--- src/rtl/knn_density_2d_assert.svh ---
// assertion macros for the knn density block
// used by rtl/knn_density_2d.sv, no other dependencies
`ifndef KNN_DENSITY_2D_ASSERT_SVH
`define KNN_DENSITY_2D_ASSERT_SVH
`ifndef ASSERT_OFF
`define KND_ASSERT_IMPL(lbl, clk, rst, ante, cons) \
   lbl: assert property (@(posedge clk) disable iff (rst) (ante) |-> (cons)) \
      else $error("knn_density_2d: check failed");
`define KND_ASSERT_NEXT(lbl, clk, rst, ante, cons) \
   lbl: assert property (@(posedge clk) disable iff (rst) (ante) |=> (cons)) \
      else $error("knn_density_2d: check failed");
`else
`define KND_ASSERT_IMPL(lbl, clk, rst, ante, cons)
`define KND_ASSERT_NEXT(lbl, clk, rst, ante, cons)
`endif
`endif

--- src/rtl/knd_div.sv ---
// restoring divider, one quotient bit per cycle
// no dependencies
`timescale 1ns / 1ps
module knd_div #(
   parameter int NW = 48,
   parameter int DW = 57
) (
   input  logic          clock,
   input  logic          reset,
   input  logic          start,
   input  logic [NW-1:0] num,
   input  logic [DW-1:0] den,
   output logic          done,
   output logic [NW-1:0] quo
);
   localparam int CNTW = $clog2(NW + 1);
   logic [NW-1:0]   quo_ff, quo_in;
   logic [DW-1:0]   rem_ff, rem_in, den_ff;
   logic [CNTW-1:0] cnt_ff, cnt_in;
   logic            busy_ff, busy_in, done_ff, done_in;
   logic [DW:0]     shifted, diff;

   assign shifted = {rem_ff, quo_ff[NW-1]};
   assign diff    = shifted - {1'b0, den_ff};

   always_comb begin
      quo_in  = quo_ff;
      rem_in  = rem_ff;
      cnt_in  = cnt_ff;
      busy_in = busy_ff;
      done_in = 1'b0;
      if (start) begin
         quo_in  = num;
         rem_in  = '0;
         cnt_in  = CNTW'(NW);
         busy_in = 1'b1;
      end else if (busy_ff) begin
         if (!diff[DW]) begin
            rem_in = diff[DW-1:0];
            quo_in = {quo_ff[NW-2:0], 1'b1};
         end else begin
            rem_in = shifted[DW-1:0];
            quo_in = {quo_ff[NW-2:0], 1'b0};
         end
         cnt_in = cnt_ff - 1'b1;
         if (cnt_ff == CNTW'(1)) begin
            busy_in = 1'b0;
            done_in = 1'b1;
         end
      end
   end

   always_ff @(posedge clock) begin
      if (reset) begin
         busy_ff <= 1'b0;
         done_ff <= 1'b0;
         cnt_ff  <= '0;
      end else begin
         busy_ff <= busy_in;
         done_ff <= done_in;
         cnt_ff  <= cnt_in;
      end
   end

   always_ff @(posedge clock) begin
      quo_ff <= quo_in;
      rem_ff <= rem_in;
      if (start) begin
         den_ff <= den;
      end
   end

   assign done = done_ff;
   assign quo  = quo_ff;
endmodule

--- config.mk ---
export PLATFORM = sky130hd
export DESIGN_NAME = knd_div
export DESIGN_NICKNAME = d
export VERILOG_FILES = /design/src/rtl/knn_density_2d_assert.svh /design/src/rtl/knd_div.sv
export SDC_FILE = /design/constraint.sdc
export NUM_CORES = 1
export LEC_CHECK = 0
export ABC_AREA = 1
export BUFFER_PORTS_ARGS = -buffer_cell sky130_fd_sc_hd__buf_2
export CAP_MARGIN = 20
export CELL_PAD_IN_SITES_DETAIL_PLACEMENT = 1
export CELL_PAD_IN_SITES_GLOBAL_PLACEMENT = 1
export CORE_ASPECT_RATIO = 1.25
export CORE_MARGIN = 1.5
export CORE_UTILIZATION = 45
export CTS_CLUSTER_SIZE = 40
export DETAILED_ROUTE_END_ITERATION = 10
export GPL_TIMING_DRIVEN = 0
export PLACE_DENSITY = 0.84
export REMOVE_ABC_BUFFERS = 1
export SLEW_MARGIN = 20
export SYNTH_ARGS = -nofsm -noshare
export SYNTH_HDL_FRONTEND = slang
export SYNTH_SLANG_ARGS = --single-unit
--- constraint.sdc ---
create_clock -name clock -period 4.1 [get_ports clock]
set_input_delay 0.82 -clock clock [delete_from_list [all_inputs] [get_ports clock]]
set_output_delay 0.82 -clock clock [all_outputs]
set_load 0.02 [all_outputs]
# == Word-level counts from Yosys, hierarchy flattened ==
# Cells that the tools add are included.
# word_totals
input_bits,108
output_inout_bits,49
register_bits,170
# classes
reduce_logical,3
mux,10
addsub,2
n_eq_ne,1
bitwise_logic,1
# ops
cell,count
48-bit 2-to-1 mux,2
58-bit by 57-bit subtractor with 58-bit output,1
57-bit 2-to-1 mux,1
6-bit 2-to-1 mux,2
"6-bit by 1-bit equality test with 1-bit output, second input constant",1
"6-bit by 1-bit subtractor with 6-bit output, second input constant",1
1-bit 2-to-1 mux,5
3-bit OR reduction,1
2-bit nonzero test,1
2-bit OR reduction,1
1-bit inverter,1

# == Logic depth before layout (Yosys ltp) ==
# Gate-level depths: netlist (run 1).
# depth
depth_word,4
mapped_depth,19
depth_no_buf,18

# == Worst setup path before layout (run 1) ==
# No wires, ideal clock.
# synth_path
path_kind,input-to-reg
from,input start
to,register quo_ff[0] (netlist: quo[0]) (enable)
n_path_buf,1
stages,3
slack_ps,1188
setup_time_ps,664
t_arrival_ps,2248
cell_sequence,clkbuf_1 > nor2_1 > clkinv_1
# synth_via
elab_chain_len,1
# synth_lines
element,line_no,source
start: declaration,knd_div.sv:10,"input logic start,"
2-bit nonzero test (no source line),n/a,
end signal: assignment,knd_div.sv:66,quo_ff <= quo_in;
end: declaration,knd_div.sv:17,"logic [NW-1:0] quo_ff, quo_in;"
# No other way between the ends.
# A chain may end at the register's enable or synchronous reset.

# == Worst setup path after layout (run 1) ==
# layout_path
from,register den_ff[42]
to,register quo_ff[0] (netlist: quo[0]) (data pin)
# layout_via
elab_chain_len,4
# layout_lines
element,line_no,source
start: declaration,knd_div.sv:18,"logic [DW-1:0] rem_ff, rem_in, den_ff;"
start signal: assignment,knd_div.sv:69,den_ff <= den;
58-bit by 57-bit subtractor with 58-bit output,knd_div.sv:24,"assign diff = shifted - {1'b0, den_ff};"
1-bit 2-to-1 mux,knd_div.sv:38,if (!diff[DW]) begin
48-bit 2-to-1 mux,knd_div.sv:37,end else if (busy_ff) begin
48-bit 2-to-1 mux,knd_div.sv:32,if (start) begin
net quo_in[0],knd_div.sv:17,
# The timed path passes the listed nets, and every way through them passes these cells. The select of a mux whose other input is x is not followed.

==> impl_metrics.ini, run 1 <==
[outcome]
status = complete, no violations

[die]
rows = 67
die_w_microns = 151.3
die_y_microns = 188.4
core_area_sq_um = 26910
dieArea_sq_um = 28500
io_pins = 157
start_util_pct = 45.98

[pwr]
power_mw = 4.332
leakage_nw = 8.106
irDropWorstVdd_v = 0.0002598
pwr_density_cell_nw_per_um2 = 305.2

[clock_tree]
htree_levels = 4
cts_sinks = 170
cts_tree = yes
ctsHoldBuffers = 0
clkLatencyLatePin_ps = 450
post_cts_resized = 0
postCtsSetupRepairBufs = 0
ctsRootBufferMaster = clkbuf_16
cts_buffer_depth = 2
clkTransAtPathRegs_ps = 70
cts_buffers = 17

[grt]
grt_usage_pct = 28.63
grt-ovfl-total = 0
antenna_found_initial = 0
grt_pass1_vias = 12840
grt_pass1_wl_mm = 63.36
grt_start_max_net_pins = 85

[logic_synthesis]
ys_ff_latch = 170
ys_seq_area_share_pct = 36.00
synthTopCellsByCount = nand2_1 (892), inv_1 (443), nor2_1 (122)
syn_area_per_cell_sq_um = 6.267
synth-edff-count = 105
synthArstFlopShare_pct = 0
synth_top_area_share_pct = 27.06
synth.area.top_cells = nand2_1 (27%), edfxtp_1 (25%), inv_1 (13%)
yosys.cell_count.top_type = nand2_1
yosysTopAreaCell = nand2_1
synth_warnings = 0
ys.flop_type = edfxtp_1
yosysUniqueCellTypes = 37
syn_area_sq_um = 12370
syn_inst = 1974

[timing]
holdWs_ps = 472.7
rsz0062_at_grt = false
period_needed_ps = 3100
final_max_slew_viol_count = 0
worst_pin_slew_ps = 722.6
period_share_pct = 75.60
final.setup.tns_ps = 0
finalHoldViolCount = 0
clock_skew_ps = 13.94
fmax_ghz = 0.3226
setup_viol = 0
relSlewSlack_pct = 51.82

[worst_setup_path]
crit_fanout = 58
rrSetupSlack_ps = 1000
worstPathRequired_ps = 4270
timing.critical_path.buf_inv = 2
crit_path_start_kind = register
rr_endpoint = quo[0]
worstSetupStartpoint = den_ff[42]
path_class = reg -> reg
slowest_stage = nand2_4
critPathMaxStageDelay_ps = 530
r2r-start = den_ff[42]
reg2reg_depth = 12
cp_top_family = simple AND/OR/NAND/NOR gates
cp.arrival_ps = 3270
path_cells = inv_1 -> ha_1 -> nand2_1 -> nor2_2 -> inv_1 -> nor3_2 -> and2_4 -> nand2_4 -> nand2_2 -> nand2_1 -> nand2_4 -> o21ai_0
end_kind = register

[detailed_routing]
drtPass1Iterations = 5
wire_per_inst_microns = 15.74
wl_mm = 39.04
vias_per_cell = 4.862
ant_nets = 0
num_vias = 12060
drc = 0
drt_iter0_drc = 429

[placement]
place_congestion = 0.9403
dpl_cell_area_sq_um = 13570
port_buffers = 156
dp_hpwl_mm = 31.50

[layout]
fill_cells = 3758
postLayoutCellArea_sq_um = 14190
final_core_util_pct = 52.75
antennaDiodeCount = 0
drive_above_1_share_pct = 10.59
area_delta_synth_final_pct = 14.72
fin_nets = 2290

[worst_hold_path]
worstHoldEndpoint = rem_ff[7]
min_path_cells = 2
min_path_type = reg -> reg
min-delay-start = rem_ff[7]

[flow_run]
maxCapViolations = 0
==> routing by layer <==
layer / track usage (%) / share of wire, %
met2: 51.85 / 50
met3: 5.375 / 4.5
met1: 33.20 / 42
met4: 9.709 / 3.0
met5: 0 / 0
==> layout make-up <==
| type | instances | area [sq um] | share of cell area, % |
|---|---|---|---|
| multi-input combinational | 1323 | 6086 | 42.88 |
| timing repair buffer | 162 | 922.1 | 6.497 |
| sequential | 170 | 4454 | 31.38 |
| clock buffer | 19 | 475.5 | 3.350 |
| tap | 345 | 431.7 | 3.041 |
| inverter | 448 | 1683 | 11.86 |
| clock inverter | 13 | 141.4 | 0.9961 |
==> worst max path at each step <==
stage          slack (ps)         to  cells after the start
2_1_floorplan        -690     quo[0]                      2
3_3_place_gp        -4500    quo[27]                      3
3_5_place_dp          670  rem_ff[5]                     16
4_1_cts               640  rem_ff[5]                     16
5_1_grt               770  rem_ff[5]                     16
6_report             1000     quo[0]                     12
==> kinds of logic after synthesis <==
group / count (synthesis) / share of synthesized area [%]
adder cells (fa/ha/maj): 60 / 6.129
XOR/XNOR: 32 / 2.265
AND/OR/NAND/NOR: 1182 / 38.39
AO/OA/AOI/OAI: 49 / 2.205
buffers and inverters: 481 / 15.01
flip-flops: 170 / 36.00
==> through the flow <==
stage	std cells	setup slack, ps
6_report	2480	1000
5_1_grt	2480	771.4
4_1_cts	2480	639.5
3_5_place_dp	2448	669.9
3_3_place_gp	2442	-4499
2_1_floorplan	1941	-687.7
==> flip-flops by register name, indices dropped and copies added (netlist names) <==
| signal | cells |
|---|---|
| cnt_ff | 6 |
| busy_ff | 1 |
| quo | 48 |
| rem_ff | 57 |
| done | 1 |
| den_ff | 57 |
==> report_power, final <==
group	internal [mW]	switching, mW	leakage (nW)	total, mW
clock network	0.886	0.837	0.296	1.72
logic	0.209	0.417	6.23	0.626
registers	1.93	0.0488	1.58	1.98
total	3.03	1.30	8.11	4.33
==> worst min-delay path: stages, from the launching register on <==
cell and delay, ps:
dfxtp_1 320, nand2_1 70, nand2_1 40
==> cells in the final DEF (no fill, tap or decap), types with 2 or more instances in the layout <==
cell type,instances
xnor2_1,20
inv_1,442
clkinvlp_4,2
xor2_1,12
nand2_1,892
edfxtp_1,105
nand3_1,107
nor2_2,6
o21bai_1,8
o21ai_0,6
dfxtp_1,65
nor3_1,9
nand4_1,17
a21oi_1,32
nor2_4,4
nand2_2,5
clkinv_8,3
clkbuf_16,19
ha_1,59
nand2_4,4
and2_4,2
buf_2,155
buf_16,2
and2_1,9
nor2_1,120
inv_6,4
buf_12,4
inv_2,5
nand3_2,2
inv_8,3
No activity file was read; power rests on OpenSTA's default activity.
==> inputs of run 2 (changes only) <==
--- a/config.mk
+++ b/config.mk
@@ -12,11 +12,11 @@
 export CELL_PAD_IN_SITES_GLOBAL_PLACEMENT = 1
 export CORE_ASPECT_RATIO = 1.25
 export CORE_MARGIN = 1.5
-export CORE_UTILIZATION = 45
+export CORE_UTILIZATION = 37
 export CTS_CLUSTER_SIZE = 40
 export DETAILED_ROUTE_END_ITERATION = 10
 export GPL_TIMING_DRIVEN = 0
-export PLACE_DENSITY = 0.84
+export PLACE_DENSITY = 0.74
 export REMOVE_ABC_BUFFERS = 1
 export SLEW_MARGIN = 20
 export SYNTH_ARGS = -nofsm -noshare
==> constraint.sdc (replaced) <==
create_clock -name clock -period 2.8 [get_ports clock]
set_input_delay 0.56 -clock clock [delete_from_list [all_inputs] [get_ports clock]]
set_output_delay 0.56 -clock clock [all_outputs]
set_load 0.02 [all_outputs]
==> impl_metrics.ini, run 2 (synthesis results as in run 1) <==
[worst_setup_path]
slowest_stage = edfxtp_1
path_class = reg -> reg
critPathMaxStageDelay_ps = 360
cp.arrival_ps = 3050
rr_endpoint = rem_ff[8]
path_cells = inv_1 -> ha_1 -> nand2_1 -> inv_1 -> nand2_1 -> nand2_1 -> a21oi_1 -> nand2_2 -> a21oi_4 -> buf_4 -> nand3_4 -> buf_12 -> nand2_4 -> nand2_1 -> nand3_1 -> nand2_1
worstPathRequired_ps = 3150
reg2reg_depth = 16
rrSetupSlack_ps = 100
r2r-start = den_ff[35]
cp_top_family = simple AND/OR/NAND/NOR gates
end_kind = register
worstSetupStartpoint = den_ff[35]
timing.critical_path.buf_inv = 4
crit_path_frequent_cell = nand2_1
crit_fanout = 15
crit_path_start_kind = register

[clock_tree]
ctsRootBufferMaster = clkbuf_16
clkLatencyLatePin_ps = 470
cts_buffers = 17
htree_levels = 4
cts_buffer_depth = 2
cts_tree = yes
clkTransAtPathRegs_ps = 80
cts_sinks = 170

[worst_hold_path]
min_path_type = in -> reg
min-delay-start = den[34]
min_path_cells = 1
worstHoldEndpoint = den_ff[34]

[layout]
fill_cells = 4502
area_delta_synth_final_pct = 18.55
drive_above_1_share_pct = 12.30
layout_commonest_cell = nand2_1
antennaDiodeCount = 0
finalNonFillerCells = 2573
fin_nets = 2310
mostFrequentLayoutCells = nand2_1 (885), inv_1 (442), buf_2 (155)
postLayoutCellArea_sq_um = 14670

[timing]
worst_pin_slew_ps = 772.8
setup_slack_ps = 99.71
final_max_slew_viol_count = 0
clock_skew_ps = 14.35
setup_viol = 0
period_needed_ps = 2700
finalHoldViolCount = 0
fmax_ghz = 0.3703
relSlewSlack_pct = 48.36
period_share_pct = 96.44

[die]
die_y_microns = 207.4
io_pins = 157
core_area_sq_um = 32780
rows = 74
die_w_microns = 166.6
dieArea_sq_um = 34550
start_util_pct = 37.75

[detailed_routing]
num_vias = 12230
wire_per_inst_microns = 16.26
vias_per_cell = 4.752
drtPass1Iterations = 7
drc = 0
ant_nets = 0
wl_mm = 41.85
drt_iter0_drc = 513

[grt]
grt_start_max_net_pins = 87
grt-ovfl-total = 0
grt_pass1_vias = 12880
grt_pass1_wl_mm = 65.68
grt_usage_pct = 24.20
antenna_found_initial = 0

[flow_run]
maxCapViolations = 0

[pwr]
switching_share_pct = 29.97
pwr_density_cell_nw_per_um2 = 425.0
intPower_mw = 4.365
comb_power_share_pct = 14.8
irDropWorstVdd_v = 0.0003399
power_mw = 6.233
clkPwrFrac_pct = 38.7
leakage_nw = 8.245
seqPwrFrac_pct = 46.5
power_switching_mw = 1.868

[placement]
place_congestion = 0.9052
pre_cts_slack_ps = -566.9
dp_hpwl_mm = 30.86
dpl_cell_area_sq_um = 13640
dp_cells = 2520
port_buffers = 156

[outcome]
status = complete, no violations
==> run 2: cell types whose count changed in the layout (fill, tap and decap cells not counted), moves of 5 or more <==
cell,delta
nand2_2,+5
buf_4,+6
nor2_1,-6
nand2_1,-7
nand2_8,+12
nor2_2,+5
==> run 2: area by class of cell <==
cell class                      instances  area [sq um]  share of cell area, %
Inverter                              448          1683                  11.47
Clock inverter                         13         130.1                 0.8872
Sequential cell                       170          4454                  30.37
Tap cell                              418         523.0                  3.566
Timing Repair Buffer                  169         979.7                  6.680
Clock buffer                           19         452.9                  3.088
Multi-Input combinational cell       1336          6444                  43.93
==> run 2: repair_timing <==
item | in CTS | in global routing
buffers inserted | 0 | 8
endpoints found under the setup margin | 58 | 58
resized for setup | 14 | 26
pin swaps | 3 | 13
hold buffers | 0 | 0
gates cloned | 4 | 9
==> run 2: layer usage <==
layer | up-vias | wire length [microns] | part of all wire (%) | GRT usage, %
li1 | 6215 | - | - | -
met1 | 5664 | 17530 | 42 | 27.80
met2 | 273 | 20460 | 49 | 43.71
met3 | 74 | 2155 | 5.1 | 5.052
met4 | 0 | 1707 | 4.1 | 9.436
met5 | - | 0 | 0 | 0
==> run 2: worst max path at each step <==
stage,depth (start not counted),endpoint
final,16,rem_ff[8]
after global routing,16,rem_ff[43]
after CTS,17,rem_ff[47]
after detailed placement,16,rem_ff[8]
after global placement,3,quo[26]
after floorplan,2,quo[0]
==> run 2: power groups by stage <==
stage	Clock, mW	Sequential (mW)	Combinational, mW
after floorplan	0	3.04	0.455
after global placement	0	2.95	0.877
after detailed placement	0	2.95	0.918
after CTS	2.48	2.90	0.922
after global routing	2.56	2.92	1.03
final	2.41	2.90	0.919
==> run 2: stage by stage <==
stage | hold WS [ps] | TNS (ps) | util (%)
6_report | 263.3 | 0 | 44.75
5_1_grt | 251.9 | -91.39 | 44.75
4_1_cts | 247.1 | 0 | 43.80
3_5_place_dp | 465.9 | -27100 | 41.60
3_3_place_gp | 456.6 | -522530 | 41.19
2_1_floorplan | 442.3 | -95480 | -
==> inputs of run 3 (changes only) <==
--- a/config.mk
+++ b/config.mk
@@ -16,6 +16,7 @@
 export CTS_CLUSTER_SIZE = 40
 export DETAILED_ROUTE_END_ITERATION = 10
 export GPL_TIMING_DRIVEN = 0
+export MAX_ROUTING_LAYER = met4
 export PLACE_DENSITY = 0.74
 export REMOVE_ABC_BUFFERS = 1
 export SLEW_MARGIN = 20
==> impl_metrics.ini, run 3 (synthesis results as in run 1) <==
[die]
io_pins = 157
core_area_sq_um = 32780
die_w_microns = 166.6
rows = 74
start_util_pct = 37.75
die_y_microns = 207.4
dieArea_sq_um = 34550

[worst_setup_path]
crit_path_start_kind = register
crit_fanout = 15
cp_top_family = simple AND/OR/NAND/NOR gates
end_kind = register
reg2reg_depth = 16
crit_path_frequent_cell = nand2_1
path_class = reg -> reg
cp-endpoint = rem_ff[38]
cp.arrival_ps = 3040
critPathMaxStageDelay_ps = 360
rr_endpoint = rem_ff[38]
rrSetupSlack_ps = 110
timing.critical_path.buf_inv = 4
path_depth = 16
path_cells = inv_1 -> ha_1 -> nand2_1 -> inv_1 -> nand2_1 -> nand2_1 -> a21oi_1 -> nand2_2 -> a21oi_4 -> buf_4 -> nand3_4 -> buf_12 -> nand2_8 -> nand2_1 -> nand3_1 -> nand2_1
slowest_stage = edfxtp_1
worstPathRequired_ps = 3150
r2r-start = den_ff[35]
worstSetupStartpoint = den_ff[35]

[clock_tree]
ctsRootBufferMaster = clkbuf_16
cts_buffers = 17
htree_levels = 4
clkTransAtPathRegs_ps = 80
cts_buffer_depth = 2
cts_tree = yes
cts_sinks = 170
clkLatencyLatePin_ps = 460

[worst_hold_path]
min_path_type = in -> reg
min-delay-start = den[5]

[placement]
dp_cells = 2520
place_congestion = 0.9218
dp_hpwl_mm = 31.67
port_buffers = 156
pre_cts_slack_ps = -603.9

[detailed_routing]
drtPass1Iterations = 7
num_vias = 12280
wl_mm = 42.69
ant_nets = 0
drc = 0
wire_per_inst_microns = 16.59
vias_per_cell = 4.772
drt_iter0_drc = 497

[timing]
final.setup.tns_ps = 0
period_needed_ps = 2691
setup_viol = 0
period_share_pct = 96.11
final_max_slew_viol_count = 0
setup_slack_ps = 109.0
worst_pin_slew_ps = 781.6
clock_skew_ps = 18.22
relSlewSlack_pct = 47.77
fmax_ghz = 0.3716
finalHoldViolCount = 0

[layout]
finalNonFillerCells = 2574
area_delta_synth_final_pct = 19.18
final_core_util_pct = 44.99
drive_above_1_share_pct = 12.52
antennaDiodeCount = 0
layout_commonest_cell = nand2_1
fin_nets = 2311
mostFrequentLayoutCells = nand2_1 (884), inv_1 (442), buf_2 (155)

[pwr]
pwr_density_cell_nw_per_um2 = 428.2
power_mw = 6.313
irDropWorstVdd_v = 0.0004434
leakage_nw = 8.262

[grt]
grt_start_max_net_pins = 87
grt-ovfl-total = 0
grt_pass1_vias = 12930
grt_pass1_wl_mm = 66.62
antenna_found_initial = 0
grt_usage_pct = 25.39

[outcome]
status = complete, no violations

[flow_run]
maxCapViolations = 0
run 3: worst min-delay path by stage:
| stage | end | slack [ps] | depth (start not counted) |
|---|---|---|---|
| after floorplan | cnt_ff[4] | 440 | 2 |
| after global routing | den_ff[5] | 260 | 1 |
| after detailed placement | rem_ff[31] | 470 | 2 |
| after global placement | cnt_ff[4] | 460 | 2 |
| final | den_ff[5] | 270 | 1 |
| after CTS | den_ff[5] | 250 | 1 |
run 3: what timing repair did:
action,in CTS,in global routing
buffers inserted,0,12
endpoints found under the setup margin,58,58
cloned,5,5
resized for setup,13,32
hold buffers,0,0
pin swaps,3,7
run 3: through the flow:
| stage | cell area [sq um] | hold WS (ps) |
|---|---|---|
| 2_1_floorplan | 12200 | 442.3 |
| 3_3_place_gp | 13500 | 456.6 |
| 3_5_place_dp | 13640 | 465.6 |
| 4_1_cts | 14380 | 253.6 |
| 5_1_grt | 14750 | 255.4 |
| 6_report | 14750 | 267.0 |
run 3: where the power goes:
group | total, mW | switching (mW) | internal, mW
combinational | 0.931 | 0.623 | 0.308
clock | 2.48 | 1.21 | 1.27
sequential | 2.90 | 0.0690 | 2.83
run 3: cell type report:
type / count / area, sq um
clock buffers: 19 / 464.2
clock inverters: 13 / 137.6
fillers: 4462 / 18030
inverters: 448 / 1683
multi-input cells: 1333 / 6436
flip-flops and latches: 170 / 4454
well taps: 418 / 523.0
repair buffers: 173 / 1047
run 3: per-layer routing:
layer	vias up	track usage (%)	wire length, microns	share of wire, %
met5	-	-	0	0
met4	0	8.182	1581	3.7
met3	63	3.928	1824	4.3
met2	258	45.70	21160	50
met1	5750	28.67	18130	42
li1	6211	-	-	-
run 3: worst reg2reg max path: cells and delay by family (launching register included):
family          cells  cell delay (ps)
flops               1              360
buf+inv             4              510
fa+ha+maj           1              280
simple gates        9              980
compound gates      2              450
